## config.mk

```make
export PLATFORM = sky130hd
export DESIGN_NAME = mktw_front
export DESIGN_NICKNAME = d
export VERILOG_FILES = /design/src/mktw_pkg.sv /design/src/mktw_front.sv
export SDC_FILE = /design/constraint.sdc
export NUM_CORES = 1
export LEC_CHECK = 0
export BUFFER_PORTS_ARGS = -buffer_cell sky130_fd_sc_hd__buf_2
export CAP_MARGIN = 25
export CORE_ASPECT_RATIO = 1.4
export CORE_MARGIN = 2
export CORE_UTILIZATION = 38
export DETAILED_ROUTE_END_ITERATION = 7
export MAX_ROUTING_LAYER = met4
export PLACE_DENSITY = 0.9
export SYNTH_ARGS = -nofsm -noshare
export SYNTH_HDL_FRONTEND = slang
export SYNTH_SLANG_ARGS = --single-unit
```

## constraint.sdc

```tcl
create_clock -name clk -period 1.3 [get_ports clk]
set_input_delay 0.065 -clock clk [delete_from_list [all_inputs] [get_ports clk]]
set_output_delay 0.065 -clock clk [all_outputs]
set_load 0.02 [all_outputs]
```

## src/mktw_pkg.sv

```systemverilog
// Shared types and fixed-point constants for the mean kinetic temperature window block.
`default_nettype none
package mktw_pkg;

	// Temperature limits and Kelvin offset, Q8.8
	localparam logic signed [63:0] T_MIN    = -64'sd12800;
	localparam logic signed [63:0] T_MAX    = 64'sd38400;
	localparam logic [63:0]        KELV_OFS = 64'd69888;

	// 40*log2(e) in Q32 and (80/R)*log2(e) in Q16 moved up to Q40
	localparam logic signed [63:0] A_Q32  = 64'sd247853120749;
	localparam logic [63:0]        B_NUM  = 64'd909724271 << 24;
	localparam logic [31:0]        LN2_Q32 = 32'd2977044472;
	localparam logic [32:0]        ONE_Q32 = 33'h1_0000_0000;
	localparam logic [63:0]        Y_BIAS  = 64'h10_0000_0000;

	// Taylor order of the exponential and quotient widths used by the divider
	localparam logic [3:0] TAYLOR_ORDER = 4'd12;
	localparam logic [6:0] QBITS_RECIP  = 7'd56;
	localparam logic [6:0] QBITS_TERM   = 7'd33;
	localparam logic [6:0] QBITS_FULL   = 7'd64;

	// Classified item passed from front to back
	typedef struct packed {
		logic [2:0]         sensor;
		logic signed [16:0] temp;
		logic               in_range;
		logic               mkt;
	} item_t;

	// Divider request and response
	typedef struct packed {
		logic        start;
		logic [63:0] num;
		logic [63:0] den;
		logic [6:0]  bits;
	} div_req_t;

	typedef struct packed {
		logic        done;
		logic [63:0] quo;
	} div_rsp_t;

endpackage
`default_nettype wire

```

## src/mktw_front.sv

```systemverilog
// Front end: holds the enable mask, clamps and classifies each incoming item.
`default_nettype none
module mktw_front import mktw_pkg::*; #(
	parameter int SENSORS = 8
) (
	input  wire logic               clk,
	input  wire logic               arst_n,
	input  wire logic               push,
	output logic                    full,
	input  wire logic [2:0]         sensor_index,
	input  wire logic signed [16:0] sample_temp,
	input  wire logic               cfg_we,
	input  wire logic [7:0]         cfg_wdata,
	output logic                    q_push,
	input  wire logic               q_full,
	output item_t                   q_item
);
	logic [7:0] mask_q;

	// Configuration register
	always_ff @(posedge clk or negedge arst_n) begin
		if (!arst_n) begin
			mask_q <= '0;
		end else if (cfg_we) begin
			mask_q <= cfg_wdata;
		end
	end

	// Clamp the sample and tag the sensor
	always_comb begin
		q_item.sensor   = sensor_index;
		if (sample_temp < 17'(T_MIN)) begin
			q_item.temp = 17'(T_MIN);
		end else if (sample_temp > 17'(T_MAX)) begin
			q_item.temp = 17'(T_MAX);
		end else begin
			q_item.temp = sample_temp;
		end
		q_item.in_range = ({2'b0, sensor_index} < 5'(SENSORS));
		q_item.mkt      = mask_q[sensor_index];
	end

	assign q_push = push;
	assign full   = q_full;
endmodule
`default_nettype wire

```

==> metrics.txt, run 1 <==
layout net count 163; DIE AREA 2260 sq um; Worst path max stage delay 0.47 ns; most common cell after layout, fill and taps aside buf_2; crit-path cells mux4_2 > mux2_2 > buf_6; Synth Register Bits 8; Final Slew Violations 0; post-synth cell types 30; Finished Core Util 63.4%; failing checks negative setup slack; GP Congestion 0.704; CTS tree built; Hold Crit Class in2reg; worst-path maximum fanout 2; Total Routing Usage GR 20.6%; Max Clock Freq 630 MHz; vias 780; GR Overflow Total 0; Synth Area per Inst 9.58 sq um; area grow syn2layout 57.1%; Wirelength per Cell 15.0 um; die width 40.7 um; clk root buf clkbuf_4; H-tree levels 1; Tcrit/Tclk final 122%; Sink Count 8; largest vdd supply drop 525 uV; post-synthesis sequential area ratio 27.9%; Top reg by flops mask_q; clock slew at reported path FFs 0.05 ns; minimum clock period after layout 1.59 ns; global-route wire length before repair 3.17 mm; Fin. Hold Viols 0; Switching Share 33.9%; CTS Buf Count 3; # diodes 0; Post-Synthesis Cells 75; placement row count 18; leakage 0.000566 uW; layout cell share with drive strength beyond 1 69.5%; setup violators final 6; Clock power frac 21.8%; Placed Cells 139; CP arrival 1.52 ns; number of flip-flops in the largest register 8; core area 1780 sq um; Pint 562 uW; Yosys top cell area share 27.9%; top cells by area, synth dfrtp_1 28%, mux2_2 14%, a211oi_1 9.4%, buf_4 7.3%, mux4_2 6.3%; die height 55.4 um; largest net degree at the start of global routing 12; critical path's slowest cell mux4_2; Final Cell Area 1130 sq um; CTS Buffer Depth 2; vias in the first global route 754; total wire length 2.22 mm; Critical Path End Type output pin; 1st-pass router iterations 3; Antenna Violating Nets Remaining 0; critical path class reg2out; Regs by FF count mask_q (8); Setup crit start kind flip-flop; Final Worst Setup Slack -0.288 ns; pwr/cell area 754 nW/um^2; # DRC 0; Critical Path RT 1.24 ns; IO Count 57; RSZ-0062 raised after global routing yes; Synth area leader dfrtp_1; cell area after placement 956 sq um; Comb pwr share 44.4%; sequential power share 33.8%; Worst-Skew Late Latency 0.25 ns; Post-Syn Area 718 sq um; port bufs 51; outcome finished, violations left; # Max-Cap Violations 0; Setup WS pre-CTS -0.0689 ns; HPWL Detailed 1.49 mm; Post-Layout Cell Count 148; initial core utilization 40.4%; most frequent cells in the layout 43 x buf_2, 12 x buf_4, 11 x inv_1; clock skew 0 ns; Sw Pwr 288 uW; Syn. warnings 0; net count after synthesis 108; drt via density 5.27; Iter 0 DRT Violations 8; initial antenna violation count 0; total power draw 851 uW; Fillers 148
==> cell type report <==
class                           count  area [sq um]  share of cell area, %
Clock buffer                        3          22.5                   2.00
Inverter                           11          41.3                   3.66
Multi-Input combinational cell     44           464                   41.1
Timing Repair Buffer               62           375                   33.3
Tap cell                           20          25.0                   2.22
Sequential cell                     8           200                   17.7
==> metrics by stage <==
stage | hold WS, ns | TNS (ns)
final | 0.0460 | -0.333
after global placement | -0.0925 | -0.0175
after floorplan | -0.231 | 0
after CTS | 0.0325 | -0.271
after global routing | 0.0318 | -0.614
after detailed placement | -0.0896 | -0.409
==> power by group through the flow <==
stage / clock network (uW) / registers [uW] / logic, uW
after floorplan: 0 / 286 / 206
after detailed placement: 0 / 292 / 311
final: 186 / 288 / 378
after global placement: 0 / 289 / 304
after CTS: 197 / 287 / 337
after global routing: 215 / 291 / 405
==> cell families after synthesis <==
| kind of cell | share of synthesized area, % |
|---|---|
| AOI/OAI and AO/OA | 22.8 |
| DFF | 27.9 |
| other | 0.522 |
| and+or+nand+nor | 11.5 |
| buffers and inverters | 16.9 |
| muxes | 20.4 |
==> cells in the mapped netlist (all sizes together) <==
cell,count
a211o,2
o22ai,1
a311oi,1
a21boi,1
a21oi,1
nand4,1
inv,11
nand2,2
or2,1
clkbuf,3
a21o,2
nor2,1
nor2b,1
nand3,1
mux2,9
buf,9
nand2b,1
a2111oi,1
nor3,2
conb,1
nor4,1
dfrtp,8
mux4,2
a211oi,9
o21a,1
nor4b,1
or3,1
==> path summary, 6_finish.rpt <==
check                      slack [ns]   endpoint  depth (start not counted)    startpoint
setup / recovery                -0.29  q_item[0]                          3     mask_q[3]
hold / removal                   0.05  mask_q[2]                          2  cfg_wdata[2]
setup reg to reg                 0.42  mask_q[0]                          2     mask_q[0]
hold reg to reg                  0.51  mask_q[2]                          1     mask_q[2]
max in group asynchronous        0.93  mask_q[6]                          2        arst_n
min in group asynchronous        0.20  mask_q[2]                          2        arst_n
==> layer usage <==
metal / part of all wire (%) / GRT usage [%] / up-vias
li1: - / - / 369
met1: 35 / 18.4 / 365
met2: 60 / 38.3 / 44
met3: 5.1 / 2.41 / 2
met4: 0.45 / 9.05 / 0
met5: 0 / - / -
==> critical path: cells and delay by family, from the launching register on <==
family / cells / cell delay [ns]
mux: 2 / 0.76
buf+inv: 1 / 0.13
flops: 1 / 0.37
==> timing repair <==
action                                  CTS  global route
gates cloned                              0             1
endpoints found under the setup margin   12            11
resized for setup                         5            20
hold buffers                              1             0
pin swaps                                 1             3
hold endpoints to repair                  8             0
setup buffers                             2             2
No activity file was read; power rests on OpenSTA's default activity.
==> run 2, diff against run 1 <==
CTS_BUF_LIST = sky130_fd_sc_hd__clkbuf_16   (was default)
==> metrics.txt, run 2 (synthesis gave the netlist of run 1 again) <==
CTS Buffer Depth 2; reg2reg start mask_q[3]; RSZ-0062 raised after global routing yes; initial core utilization 40.4%; layout cell share with drive strength beyond 1 70.1%; clk root buf clkbuf_16; CTS tree built; placement row count 18; Worst-Skew Late Latency 0.23 ns; Hold Crit Class in2reg; port bufs 51; Tcrit/Tclk final 119%; failing checks negative setup slack; Post-Layout Cell Count 147; CP arrival 1.48 ns; 1st-pass router iterations 4; Total Routing Usage GR 20.6%; die height 55.4 um; Crit. Startpoint mask_q[3]; GR Overflow Total 0; pwr/cell area 997 nW/um^2; initial antenna violation count 0; # Max-Cap Violations 0; Clock power frac 43.4%; Hold Path End mask_q[4]; Worst R2R Setup Slack 0.44 ns; Top reg by flops mask_q; leakage 0.000589 uW; # diodes 0; Placed Cells 139; outcome finished, violations left; critical path class reg2out; setup violators final 6; GP Congestion 0.704; reg2reg path depth 2; vias in the first global route 752; total wire length 2.21 mm; Antenna Violating Nets Remaining 0; Sw Pwr 325 uW; layout net count 162; Setup crit start kind flip-flop; largest net degree at the start of global routing 12; clock slew at reported path FFs 0.04 ns; Regs by FF count mask_q (8); DIE AREA 2260 sq um; hold_sp cfg_wdata[4]; Pint 855 uW; most frequent cells in the layout 43 x buf_2, 12 x buf_4, 11 x inv_1; Critical Path End Type output pin; IO Count 57; Max Clock Freq 649 MHz; worst r2r dst mask_q[3]; Iter 0 DRT Violations 6; CTS Buf Count 3; core area 1780 sq um; global-route wire length before repair 3.12 mm; Sink Count 8; hold depth 2; area grow syn2layout 64.8%; most common cell after layout, fill and taps aside buf_2; Final Slew Violations 0; worst hold margin 0.0695 ns; Fin. Hold Viols 0; # DRC 0; Comb pwr share 32.1%; largest vdd supply drop 876 uV; worst-path maximum fanout 2; Switching Share 27.5%; number of flip-flops in the largest register 8; vias 790; Final Worst Setup Slack -0.241 ns; die width 40.7 um; clock skew 0 ns; H-tree levels 1; HPWL Detailed 1.49 mm; Critical Path RT 1.24 ns; Wirelength per Cell 15.0 um; sequential power share 24.5%; minimum clock period after layout 1.54 ns; drt via density 5.37
-- run 2: layout make-up --
type / count / area [sq um]
inverters: 11 / 41.3
flip-flops and latches: 8 / 200
multi-input cells: 44 / 474
well taps: 20 / 25.0
fillers: 131 / 596
clock buffers: 3 / 75.1
repair buffers: 61 / 368
-- run 2: through the flow --
stage / area [sq um] / total power (uW) / TNS, ns / util (%) / setup WS, ns
global placement: 956 / 593 / -0.0175 / 53.7 / -0.0175
finish: 1180 / 1180 / -0.283 / 66.5 / -0.241
global route: 1180 / 1240 / -0.555 / 66.5 / -0.280
CTS: 1090 / 1150 / -0.241 / 61.1 / -0.241
floorplan: 718 / 492 / 0 / - / 0.0304
detailed placement: 956 / 603 / -0.409 / 53.7 / -0.0689
-- run 2: power groups by stage --
stage	clock [uW]	sequential (uW)	combinational, uW
after global placement	0	289	304
after floorplan	0	286	206
after global routing	538	293	407
after detailed placement	0	292	311
after CTS	518	289	342
final	512	288	379
-- run 2: what timing repair did --
item                                    CTS  global route
endpoints found under the setup margin   12            11
hold buffers                              1             0
endpoints found under the hold margin     8             0
setup buffers                             2             1
cloned                                    0             1
pin swaps                                 1             3
resized for setup                         6            22
-- run 2: worst max-delay path by stage --
stage / end / cells past startpoint / slack (ns)
after global placement: q_item[11] / 6 / -0.02
after detailed placement: q_item[11] / 6 / -0.07
after floorplan: q_item[10] / 4 / 0.03
after global routing: q_item[0] / 3 / -0.28
final: q_item[0] / 3 / -0.24
after CTS: q_item[0] / 3 / -0.24
-- run 2: metal layers --
layer	vias to the layer above	wire, um	global-route usage (%)
li1	369	-	-
met1	366	764	18.5
met2	49	1270	37.2
met3	6	136	6.43
met4	0	31	6.19
met5	-	0	-
-- run 2: critical path: stages, from the launching register on --
cell,delay [ns]
dfrtp_1,0.36
mux4_2,0.46
mux2_4,0.29
buf_6,0.13
