### config.mk
export PLATFORM = sky130hd
export DESIGN_NAME = mktw_queue
export DESIGN_NICKNAME = d
export VERILOG_FILES = /design/src/mktw_pkg.sv /design/src/mktw_queue.sv
export SDC_FILE = /design/constraint.sdc
export NUM_CORES = 1
export LEC_CHECK = 0
export ABC_CLOCK_PERIOD_IN_PS = 2450
export BUFFER_PORTS_ARGS = -buffer_cell sky130_fd_sc_hd__buf_2
export CAP_MARGIN = 25
export CORE_MARGIN = 4
export CORE_UTILIZATION = 45
export DETAILED_ROUTE_END_ITERATION = 7
export PLACE_DENSITY = 0.7
export SLEW_MARGIN = 30
export SYNTH_ARGS = -nofsm -noshare
export SYNTH_HDL_FRONTEND = slang
export SYNTH_SLANG_ARGS = --single-unit
### constraint.sdc
create_clock -name clk -period 2.45 [get_ports clk]
set_input_delay 0.1225 -clock clk [delete_from_list [all_inputs] [get_ports clk]]
set_output_delay 0.1225 -clock clk [all_outputs]
set_load 0.05 [all_outputs]
### src/mktw_pkg.sv
// Shared types and fixed-point constants for the mean kinetic temperature window block.
`default_nettype none
package mktw_pkg;

	// Temperature limits and Kelvin offset, Q8.8
	localparam logic signed [63:0] T_MIN    = -64'sd12800;
	localparam logic signed [63:0] T_MAX    = 64'sd38400;
	localparam logic [63:0]        KELV_OFS = 64'd69888;

	// 40*log2(e) in Q32 and (80/R)*log2(e) in Q16 moved up to Q40
	localparam logic signed [63:0] A_Q32  = 64'sd247853120749;
	localparam logic [63:0]        B_NUM  = 64'd909724271 << 24;
	localparam logic [31:0]        LN2_Q32 = 32'd2977044472;
	localparam logic [32:0]        ONE_Q32 = 33'h1_0000_0000;
	localparam logic [63:0]        Y_BIAS  = 64'h10_0000_0000;

	// Taylor order of the exponential and quotient widths used by the divider
	localparam logic [3:0] TAYLOR_ORDER = 4'd12;
	localparam logic [6:0] QBITS_RECIP  = 7'd56;
	localparam logic [6:0] QBITS_TERM   = 7'd33;
	localparam logic [6:0] QBITS_FULL   = 7'd64;

	// Classified item passed from front to back
	typedef struct packed {
		logic [2:0]         sensor;
		logic signed [16:0] temp;
		logic               in_range;
		logic               mkt;
	} item_t;

	// Divider request and response
	typedef struct packed {
		logic        start;
		logic [63:0] num;
		logic [63:0] den;
		logic [6:0]  bits;
	} div_req_t;

	typedef struct packed {
		logic        done;
		logic [63:0] quo;
	} div_rsp_t;

endpackage
`default_nettype wire

### src/mktw_queue.sv
// Two-entry queue that decouples the front from the back.
`default_nettype none
module mktw_queue import mktw_pkg::*; (
	input  wire logic  clk,
	input  wire logic  arst_n,
	input  wire logic  push,
	input  wire item_t wdata,
	output logic       full,
	input  wire logic  pop,
	output logic       empty,
	output item_t      rdata
);
	localparam int QDEPTH = 2;
	localparam int PW = $clog2(QDEPTH);

	item_t          buf_q [QDEPTH];
	logic [PW-1:0]  wp_q, rp_q;
	logic [PW:0]    cnt_q;
	logic           do_push, do_pop;

	assign full    = (cnt_q == (PW+1)'(QDEPTH));
	assign empty   = (cnt_q == '0);
	assign do_push = push && !full;
	assign do_pop  = pop && !empty;
	assign rdata   = buf_q[rp_q];

	// Advance pointers and count
	always_ff @(posedge clk or negedge arst_n) begin
		if (!arst_n) begin
			wp_q  <= '0;
			rp_q  <= '0;
			cnt_q <= '0;
		end else begin
			if (do_push) wp_q <= wp_q + 1'b1;
			if (do_pop)  rp_q <= rp_q + 1'b1;
			cnt_q <= cnt_q + (PW+1)'(do_push) - (PW+1)'(do_pop);
		end
	end

	// Hold the item
	always_ff @(posedge clk) begin
		if (do_push) buf_q[wp_q] <= wdata;
	end
endmodule
`default_nettype wire

==> flow_metrics.env, run 1 <==
export IMPL_status="complete, no violations"
export IMPL_yosys_area_top_type="edfxtp_1"
export IMPL_antenna_found_initial=0
export IMPL_cp_arrival_ns=1.68
export IMPL_whs_endpoint="buf_q[1][5]"
export IMPL_comb_power_share=0.440
export IMPL_slew_headroom=0.644
export IMPL_critical_path_required_ns=2.33
export IMPL_fin_cells=198
export IMPL_routed_wl_um=2880
export IMPL_start_util=0.479
export IMPL_synthTopCellsByArea="edfxtp_1 (74%), mux2_2 (14%), dfrtp_1 (5.6%)"
export IMPL_clkSlewWorstSetupHoldPaths_ns=0.08
export IMPL_synth_compound_area_frac=0
export IMPL_first_global_vias=988
export IMPL_maxCapViolCount=0
export IMPL_cts_hold_buffers_added=1
export IMPL_globalplace_congestion=0.729
export IMPL_synth_main_ff_cell="edfxtp_1"
export IMPL_hold_depth=1
export IMPL_fp_row_count=22
export IMPL_worstSetupPathType="reg2out"
export IMPL_io_pins=50
export IMPL_period_share=0.736
export IMPL_cts_sinks=48
export IMPL_yosysWarningCount=0
export IMPL_htree_levels=2
export IMPL_cts_buffers=5
export IMPL_fp_dieW_um=71.1
export IMPL_drt_iter0_markers=28
export IMPL_synth_cells=86
export IMPL_min_path_type="in2reg"
export IMPL_multiInputGateArea_um2=343
export IMPL_layout_nets=177
export IMPL_die_area_um2=5060
export IMPL_wire_per_inst_um=14.5
export IMPL_synth_top_family_by_area="multiplexers"
export IMPL_p_leak_nw=0.889
export IMPL_crit_chain="buf_4, mux2_2, buf_2"
export IMPL_firstDrtPassIters=3
export IMPL_setup_viol_count_final=0
export IMPL_placed_cells=184
export IMPL_rr_worst_depth=4
export IMPL_fmax_mhz=554
export IMPL_placed_area_um2=2100
export IMPL_synth_edff_count=44
export IMPL_timing_hold_violations_final=0
export IMPL_ctsRootBufferMaster="clkbuf_8"
export IMPL_peakVddDrop_mv=0.852
export IMPL_p_switching_w=0.00128
export IMPL_synth_simple_area_share=0.0182
export IMPL_drive_gt1_frac=0.553
export IMPL_grtUsageTotal=0.119
export IMPL_switching_share=0.412
export IMPL_dp_hpwl_um=2070
export IMPL_worstHoldStart="wdata[5]"
export IMPL_num_vias=935
export IMPL_routed_via_density=4.72
export IMPL_timing_setup_tns_ns=0
export IMPL_synthTopCellsByCount="edfxtp_1 (44), mux2_2 (22), dfrtp_1 (4)"
export IMPL_netlist_area_um2=1790
export IMPL_ant_nets=0
export IMPL_slowest_delay_ns=0.48
export IMPL_grt_pass1_wl_um=4490
export IMPL_syn_area_per_cell_um2=20.8
export IMPL_r2r_end="buf_q[0][19]"
export IMPL_cts_resized=0
export IMPL_synthesis_nets=114
export IMPL_ys_ff_latch=48
export IMPL_async_reset_ff_frac=0.0833
export IMPL_cp_start_kind="flip-flop"
export IMPL_rr_startpoint="cnt_q[1]"
export IMPL_clk_latency_ns=0.29
export IMPL_critPathSlowestCell="dfrtp_1"
export IMPL_grt_ovfl_total=0
export IMPL_synthMuxAreaShare=0.138
export IMPL_yosysMostFrequentCell="edfxtp_1"
export IMPL_area_growth_pct=26.5
export IMPL_yosysUniqueCellTypes=13
export IMPL_synthAdderAreaFrac=0.0140
export IMPL_drv_slew=0
export IMPL_fill_cells=297
export IMPL_intPower_w=0.00183
export IMPL_grt_max_degree=19
export IMPL_skew_ns=0.00386
export IMPL_seqPwrFrac=0.385
export IMPL_cts_tree="done"
export IMPL_fin_util=0.606
export IMPL_port_buffers=49
export IMPL_core_area_um2=3740
export IMPL_synth_top_area_share=0.737
export IMPL_die_h_um=71.1
export IMPL_power_density_nw_per_um2=1370
export IMPL_rsz0062_at_grt="false"
export IMPL_postLayoutCellArea_um2=2270
export IMPL_r2r_setup_slack_ns=0.74
export IMPL_tightest_slew_ns=0.534
export IMPL_clk_path_buf_depth=2
export IMPL_synth_xor_area_frac=0.0196
export IMPL_synth_seq_area_share=0.793
export IMPL_diodes=0
export IMPL_period_needed_ns=1.80
export IMPL_pwr_share_clk=0.175
export IMPL_regArea_um2=1420
export IMPL_crit_fanout=18
export IMPL_cp_end_kind="output pin"
export IMPL_drcViolationCount=0
export IMPL_cts_post_setup_buffers_inserted=0
cell type report:
| type | count | area share |
|---|---|---|
| Multi-Input combinational cell | 34 | 0.151 |
| Clock inverter | 2 | 0.0155 |
| Sequential cell | 48 | 0.627 |
| Inverter | 2 | 0.00331 |
| Clock buffer | 6 | 0.0320 |
| Tap cell | 48 | 0.0265 |
| Timing Repair Buffer | 58 | 0.145 |
critical path: cells and delay by family (launching register included):
family / cells / cell delay (ns)
buffers and inverters: 2 / 0.53
flip-flops: 1 / 0.48
multiplexers: 1 / 0.38
flip-flops by register name (all words and copies together) (netlist names):
signal,flops
rp_q,1
buf_q,44
cnt_q,2
wp_q,1
layer usage:
layer  GRT usage  wire [um]  vias to the layer above
li1            -          -                      451
met3      0.0639        245                        4
met4      0.0376         17                        0
met1       0.149       1240                      441
met5           0          0                        -
met2       0.180       1380                       39
stage by stage:
step                hold WS, ns  total power [W]  setup WS [ns]
finish                   0.0179          0.00311          0.646
global route            0.00476          0.00324          0.564
CTS                     0.00465          0.00313          0.617
detailed placement      -0.0653          0.00259          0.737
global placement        -0.0694          0.00256          0.807
floorplan                -0.173          0.00231          0.357
cell families after synthesis:
family,Yosys count
xor+xnor,4
fa+ha+maj,2
simple gates,6
buf+inv,4
mux,22
flops,48
power by group through the flow:
stage,Sequential [W],Clock [W],Combinational (W)
2_1_floorplan,0.00120,0,0.00111
3_3_place_gp,0.00121,0,0.00135
3_5_place_dp,0.00122,0,0.00137
4_1_cts,0.00120,0.000555,0.00138
5_1_grt,0.00121,0.000597,0.00143
6_report,0.00120,0.000542,0.00137
worst max-delay path by stage:
stage,from,end,slack [ns],cells past startpoint
6_report,rp_q,rdata[5],0.65,3
5_1_grt,rp_q,rdata[20],0.56,3
4_1_cts,rp_q,rdata[5],0.62,3
3_5_place_dp,cnt_q[1],buf_q[0][0],0.74,4
3_3_place_gp,cnt_q[1],buf_q[0][2],0.81,4
2_1_floorplan,cnt_q[1],cnt_q[1],0.36,7
cell usage in the layout (no fill, tap or decap), drive strengths merged:
| cell type | netlist | layout |
|---|---|---|
| dfrtp | 4 | 4 |
| xor2 | 1 | 1 |
| buf | 2 | 52 |
| dlygate4sd3 | 0 | 6 |
| nand2b | 1 | 1 |
| bufinv | 0 | 1 |
| edfxtp | 44 | 44 |
| xnor2 | 3 | 3 |
| inv | 2 | 2 |
| clkbuf | 0 | 6 |
| nor2 | 2 | 2 |
| nand2 | 1 | 1 |
| clkinv | 0 | 1 |
| and3 | 1 | 1 |
| mux2 | 22 | 22 |
| nor2b | 1 | 1 |
| ha | 2 | 2 |
Note: power is estimated with default switching activity, not from simulation.
==> inputs of run 2 (changes only) <==
--- a/config.mk
+++ b/config.mk
@@ -5,7 +5,7 @@
 export SDC_FILE = /design/constraint.sdc
 export NUM_CORES = 1
 export LEC_CHECK = 0
-export ABC_CLOCK_PERIOD_IN_PS = 2450
+export ABC_CLOCK_PERIOD_IN_PS = 1800
 export BUFFER_PORTS_ARGS = -buffer_cell sky130_fd_sc_hd__buf_2
 export CAP_MARGIN = 25
 export CORE_MARGIN = 4
==> constraint.sdc (replaced) <==
create_clock -name clk -period 1.8 [get_ports clk]
set_input_delay 0.09 -clock clk [delete_from_list [all_inputs] [get_ports clk]]
set_output_delay 0.09 -clock clk [all_outputs]
set_load 0.05 [all_outputs]
==> flow_metrics.env, run 2 (synthesis results as in run 1) <==
export IMPL_status="complete, no violations"
export IMPL_area_growth_pct=37.2
export IMPL_routed_wl_um=2850
export IMPL_peakVddDrop_mv=0.944
export IMPL_clkSlewWorstSetupHoldPaths_ns=0.08
export IMPL_final_common_cell="buf_2"
export IMPL_cts_buffers=5
export IMPL_die_area_um2=5060
export IMPL_fp_dieW_um=71.1
export IMPL_cts_post_setup_buffers_inserted=0
export IMPL_io_pins=50
export IMPL_clk_latency_ns=0.29
export IMPL_htree_levels=2
export IMPL_start_util=0.479
export IMPL_regMostFlops="buf_q"
export IMPL_firstDrtPassIters=2
export IMPL_routed_via_density=4.63
export IMPL_power_density_nw_per_um2=1740
export IMPL_skew_ns=0.00521
export IMPL_worstSetupPathType="reg2out"
export IMPL_dp_hpwl_um=1910
export IMPL_setup_slack_ns=0.165
export IMPL_p_leak_nw=0.971
export IMPL_grtUsageTotal=0.124
export IMPL_core_area_um2=3740
export IMPL_dp_slack_ns=0.209
export IMPL_cp_start_kind="flip-flop"
export IMPL_finalPower_w=0.00428
export IMPL_mostFrequentLayoutCells="buf_2 (49), edfxtp_1 (44), dlygate4sd3_1 (23)"
export IMPL_drcViolationCount=0
export IMPL_grt_ovfl_total=0
export IMPL_fp_row_count=22
export IMPL_port_buffers=49
export IMPL_ctsRootBufferMaster="clkbuf_8"
export IMPL_fill_cells=279
export IMPL_setup_viol_count_final=0
export IMPL_tightest_slew_ns=0.325
export IMPL_diodes=0
export IMPL_fmax_mhz=612
export IMPL_drt_iter0_markers=38
export IMPL_cts_sinks=48
export IMPL_maxCapViolCount=0
export IMPL_cp_arrival_ns=1.55
export IMPL_grt_max_degree=24
export IMPL_largest_register_ffs=44
export IMPL_ant_nets=0
export IMPL_die_h_um=71.1
export IMPL_period_share=0.908
export IMPL_cp_end_kind="output pin"
export IMPL_cts_hold_buffers_added=23
export IMPL_r2r_end="cnt_q[1]"
export IMPL_holdWs_ns=0.128
export IMPL_clk_path_buf_depth=2
export IMPL_period_needed_ns=1.64
export IMPL_cts_tree="done"
export IMPL_fin_util=0.657
export IMPL_min_path_type="in2async"
export IMPL_cts_resized=0
export IMPL_wire_per_inst_um=13.1
export IMPL_first_global_vias=1085
export IMPL_rsz0062_at_grt="false"
export IMPL_timing_hold_violations_final=0
export IMPL_num_vias=1005
export IMPL_layout_nets=196
export IMPL_antenna_found_initial=0
export IMPL_drive_gt1_frac=0.509
export IMPL_rr_startpoint="cnt_q[1]"
export IMPL_critical_path_required_ns=1.71
export IMPL_crit_fanout=23
export IMPL_grt_pass1_wl_um=4810
export IMPL_drv_slew=0
export IMPL_globalplace_congestion=0.704
export IMPL_r2r_setup_slack_ns=0.21
export IMPL_rr_worst_depth=7
export IMPL_layout_top_registers="buf_q (44), cnt_q (2)"
export IMPL_slew_headroom=0.783
==> run 2: cell count changes in the layout (fill, tap and decap cells not counted) <==
cell and delta:
nor2_2 +1, clkinv_2 -1, clkinv_1 +1, dlygate4sd3_1 +17
clkbuf_1 -1, buf_4 +2, nor2_1 -1, clkinv_4 +1
==> run 2: stage by stage <==
step	area, um^2	instances	TNS (ns)
after global placement	2120	186	0
after floorplan	1800	86	-0.0366
after CTS	2460	217	0
final	2460	217	0
after detailed placement	2120	186	0
after global routing	2460	217	0
==> run 2: layer usage <==
layer,GRT usage,vias to the layer above,share of wire
li1,-,493,-
met1,0.141,473,0.41
met2,0.222,36,0.51
met3,0.0440,3,0.072
met4,0.0313,0,0.0081
met5,0,-,0
==> run 2: critical path, stage by stage (launching register included) <==
cell and delay, ns:
dfrtp_1 0.34, buf_4 0.31, mux2_2 0.39, buf_2 0.21
==> run 2: final cells by class <==
| type | instances | area, um^2 | area share |
|---|---|---|---|
| repair buffers | 77 | 513 | 0.209 |
| clock buffers | 5 | 68.8 | 0.0280 |
| inverters | 2 | 7.51 | 0.00305 |
| clock inverters | 3 | 42.5 | 0.0173 |
| well taps | 48 | 60.1 | 0.0244 |
| multi-input cells | 34 | 345 | 0.140 |
| flip-flops and latches | 48 | 1420 | 0.578 |
==> run 2: worst max-delay path by stage <==
stage	startpoint	endpoint	slack, ns	cells past startpoint
6_report	rp_q	rdata[14]	0.16	3
5_1_grt	cnt_q[1]	cnt_q[1]	0.03	7
3_5_place_dp	cnt_q[1]	cnt_q[1]	0.21	7
4_1_cts	rp_q	rdata[14]	0.16	3
3_3_place_gp	cnt_q[1]	cnt_q[1]	0.32	7
2_1_floorplan	cnt_q[1]	cnt_q[1]	-0.04	7
==> run 2: power breakdown <==
| group | total [W] | internal [W] | leakage (nW) | switching [W] |
|---|---|---|---|---|
| logic | 0.00194 | 0.000585 | 0.460 | 0.00136 |
| registers | 0.00161 | 0.00153 | 0.455 | 0.0000777 |
| clock network | 0.000731 | 0.000411 | 0.0558 | 0.000320 |
| total | 0.00428 | 0.00253 | 0.971 | 0.00175 |
